==> src/design/bba_cdiv.sv <==
// divider by a constant power of two, quotient registered in the cycle after start
`default_nettype none

module bba_cdiv #(
	parameter int DIVISOR = 1024,
	parameter int DVD_W   = 23,
	parameter int Q_W     = 12
) (
	input  wire logic             clk,
	input  wire logic             arst_n,
	input  wire logic             start,
	input  wire logic [DVD_W-1:0] dividend,
	output logic                  done,
	output logic      [Q_W-1:0]   quotient
);

	localparam int SH = $clog2(DIVISOR);

	logic           done_q;
	logic [Q_W-1:0] quo_q;

	always_ff @(posedge clk or negedge arst_n) begin
		if (!arst_n) begin
			done_q <= 1'b0;
			quo_q  <= '0;
		end else begin
			done_q <= start;
			if (start) begin
				quo_q <= Q_W'(dividend >> SH);
			end
		end
	end

	assign done     = done_q;
	assign quotient = quo_q;

endmodule

`default_nettype wire
==> config.mk <==
export PLATFORM = sky130hd
export DESIGN_NAME = bba_cdiv
export DESIGN_NICKNAME = d
export VERILOG_FILES = /design/src/design/bba_cdiv.sv
export SDC_FILE = /design/constraint.sdc
export NUM_CORES = 1
export LEC_CHECK = 0
export BUFFER_PORTS_ARGS = -buffer_cell sky130_fd_sc_hd__buf_4
export CAP_MARGIN = 40
export CORE_MARGIN = 2
export CORE_UTILIZATION = 33
export CTS_CLUSTER_DIAMETER = 30
export CTS_CLUSTER_SIZE = 14
export DETAILED_ROUTE_END_ITERATION = 6
export PLACE_DENSITY_LB_ADDON = 0.2
export SLEW_MARGIN = 25
export SYNTH_ARGS = -nofsm -noshare
export SYNTH_HDL_FRONTEND = slang
export SYNTH_SLANG_ARGS = --single-unit
==> constraint.sdc <==
create_clock -name clk -period 0.8 [get_ports clk]
set_input_delay 0.2 -clock clk [delete_from_list [all_inputs] [get_ports clk]]
set_output_delay 0.2 -clock clk [all_outputs]
set_load 0.01 [all_outputs]
==> qor.csv <==
metric;value;unit
outcome;finished, violations left;
violated checks;setup timing;
critical path fanouts, max;2;
register bit count reported by yosys;13;
share of synthesized registers carrying an async set or reset;100.0;%
Final Max Slew Viols;0;
Synth Area per Inst;19.59;um^2
data required time at the worst endpoint;0.60;ns
path type of the worst min-delay path;input pin to flip-flop;
Antenna Diode Count;0;
number of nets in the finished design;92;
initial antenna violation count;0;
Leakage Power;0.0004493;uW
amount of wire on met3 after detailed routing;97;um
routed wire length;1051;um
Final Worst Setup Slack;-0.1961;ns
clock edge transition at the registers on the reported setup and hold paths;0.07;ns
cell count after placement;68;
share of the yosys chip area belonging to registers;63.88;%
vias in the first global route;392;
final routed DRC violation total;0;
launching instance or port of the critical path;quotient[7]$_DFFE_PN0P_;
most frequent cells after synthesis;sky130_fd_sc_hd__dfrtp_1 (13), sky130_fd_sc_hd__mux2_4 (10), sky130_fd_sc_hd__mux2_2 (2);
Die X;43.28;um
total routing usage reported by global routing;12.63;%
boundary pin count;39;
row cnt;14;
worst flop-to-flop path endpoint;quotient[0]$_DFFE_PN0P_;
Final min period;0.9961;ns
relative area change from synthesis to final layout;72.24;%
final weighted congestion of routability-driven global placement;0.5843;
Initial Utilization;34.61;%
number of instances in the synthesized netlist;26;
Worst Reg2Reg Path Length in Cells;2;
post-route met1 wirelength;384;um
CTS tree;yes;
CTS Root Cell;sky130_fd_sc_hd__clkbuf_4;
cell area after layout;877.1;um^2
arrival time of the worst setup path;0.80;ns
vertical die dimension;43.28;um
register-to-register setup slack;-0.11;ns
number of nets with antenna violations after routing;0;
ranking of synthesized cells by area;sky130_fd_sc_hd__dfrtp_1 (64%), sky130_fd_sc_hd__mux2_4 (29%), sky130_fd_sc_hd__mux2_2 (4.4%), sky130_fd_sc_hd__buf_6 (2.2%);
RSZ-0062 raised after global routing;true;
count of flip-flops with a built-in enable after synthesis;0;
worst path buffer plus inverter count;1;
post-route fraction of the period consumed by the critical path;124.5;%
worst supply voltage drop on vdd;0.0008653;V
floorplan die area;0.001873;mm^2
Hold Path Origin;dividend[17];
worst setup timing slack at the placement stage;-0.1203;ns
Maximum Capacitance Violations;0;
clk_skew;0;ns
hold-critical path endpoint;quotient[7]$_DFFE_PN0P_;
average detailed-routed wire length per instance;12.98;um
drt initial violations;0;
wire length of the first global-routing pass;1683;um
CP Capture Type;output pin;
Max stage delay on crit path;0.40;ns
worst-skew pair later-pin latency;0.26;ns
source of the worst register-to-register timing path;quotient[0]$_DFFE_PN0P_;
final cell count without fillers;81;
cell-by-cell listing of the critical path;buf_6;
number of warning messages in the yosys log;0;
actual slew at the worst max-slew pin;0.2186;ns
type of the worst setup path;flip-flop to output pin;
fraction of post-synthesis cell area in the top cell type by area;63.88;%
final-report setup violation count;21;
Startpoint Class;flip-flop;
share of post-route cells with drive strength above 1;76.92;%
IO Port Bufs;27;
area inside the core boundary;0.001471;mm^2
Total Power Consumption;1571;uW
sum of met2 wire segment lengths after detailed routing;569;um
first drt pass iteration count;1;
grt total ovfl;0;
dominant synthesized flop cell;sky130_fd_sc_hd__dfrtp_1;
Inserted Clock Buffers;3;
final hold violations;0;
Mapped Nets;52;
Max-slew headroom;85.43;%
timing-limited maximum frequency;1004;MHz
most used standard cell by instance count after synthesis;sky130_fd_sc_hd__dfrtp_1;
maximum level of the CTS H-tree;1;
pin count of the biggest net entering global routing;14;
Min-Delay Path Depth;2;
clk buf depth;2;
vias;360;
post-detailed-placement cell area;720.7;um^2
power density over cell area;1791;mW/mm^2
highest metal layer used by the detailed router;met3;
cell at the slowest stage of the critical path;sky130_fd_sc_hd__dfrtp_1;
Synth Cell Area;509.2;um^2
library cell with the largest summed area after synthesis;sky130_fd_sc_hd__dfrtp_1;
number of clock sinks;13;
cell family with the largest share of critical-path delay;flip-flops;
Avg Vias per Cell;4.444;
synth unique cells;4;
[per-stage QoR]
stage	hold WS (ns)	setup TNS, ns	util [%]
2_1_floorplan	-0.09559	0	-
3_3_place_gp	0.05588	-1.028	48.98
3_5_place_dp	0.05457	-1.026	48.98
4_1_cts	0.1506	-3.001	57.82
5_1_grt	0.1505	-3.762	59.61
6_report	0.1610	-3.091	59.61
[repair_timing]
action,4_1_cts,5_1_grt
setup endpoints to repair,13,19
endpoints found under the hold margin,13,0
resized for setup,13,3
buffers inserted,6,2
hold buffers,1,0
[where the power goes]
part	internal, uW	total, uW	leakage [uW]	switching (uW)
registers	720	767	0.000152	46.4
clock network	193	383	0.0000150	191
logic	298	421	0.000282	122
[layout make-up]
type / count / area, um^2
fill: 127 / 594.3
timing repair buffer: 36 / 332.8
sequential: 13 / 325.3
multi-input combinational: 12 / 172.7
clock buffer: 4 / 26.28
tap: 16 / 20.02
[cell families after synthesis]
group,after synthesis,synth area share [%]
buf+inv,1,2.211
mux,12,33.91
flops,13,63.88
[flip-flops by register name, indices dropped and copies added (netlist names)]
signal	cells
done	1
quotient	12
[how the worst max path moves through the flow]
stage,cells past startpoint,end
final,1,quotient[7]
after global routing,1,quotient[9]
after CTS,1,quotient[0]
after detailed placement,2,quotient[9]$_DFFE_PN0P_
after global placement,2,quotient[9]$_DFFE_PN0P_
after floorplan,1,quotient[0]$_DFFE_PN0P_
[cells in the final DEF, fill, tap and decap left out]
cell,n
sky130_fd_sc_hd__clkbuf_4,3
sky130_fd_sc_hd__buf_6,16
sky130_fd_sc_hd__clkbuf_1,1
sky130_fd_sc_hd__dfrtp_1,13
sky130_fd_sc_hd__mux2_2,2
sky130_fd_sc_hd__mux2_4,10
sky130_fd_sc_hd__buf_4,19
sky130_fd_sc_hd__dlygate4sd3_1,1
[layer usage]
layer | up-vias | track usage [%]
li1 | 168 | -
met1 | 176 | 14.99
met3 | 0 | 3.404
met4 | 0 | 7.273
met5 | - | 0
met2 | 16 | 20.30
Power figures use the tool's default switching activity.
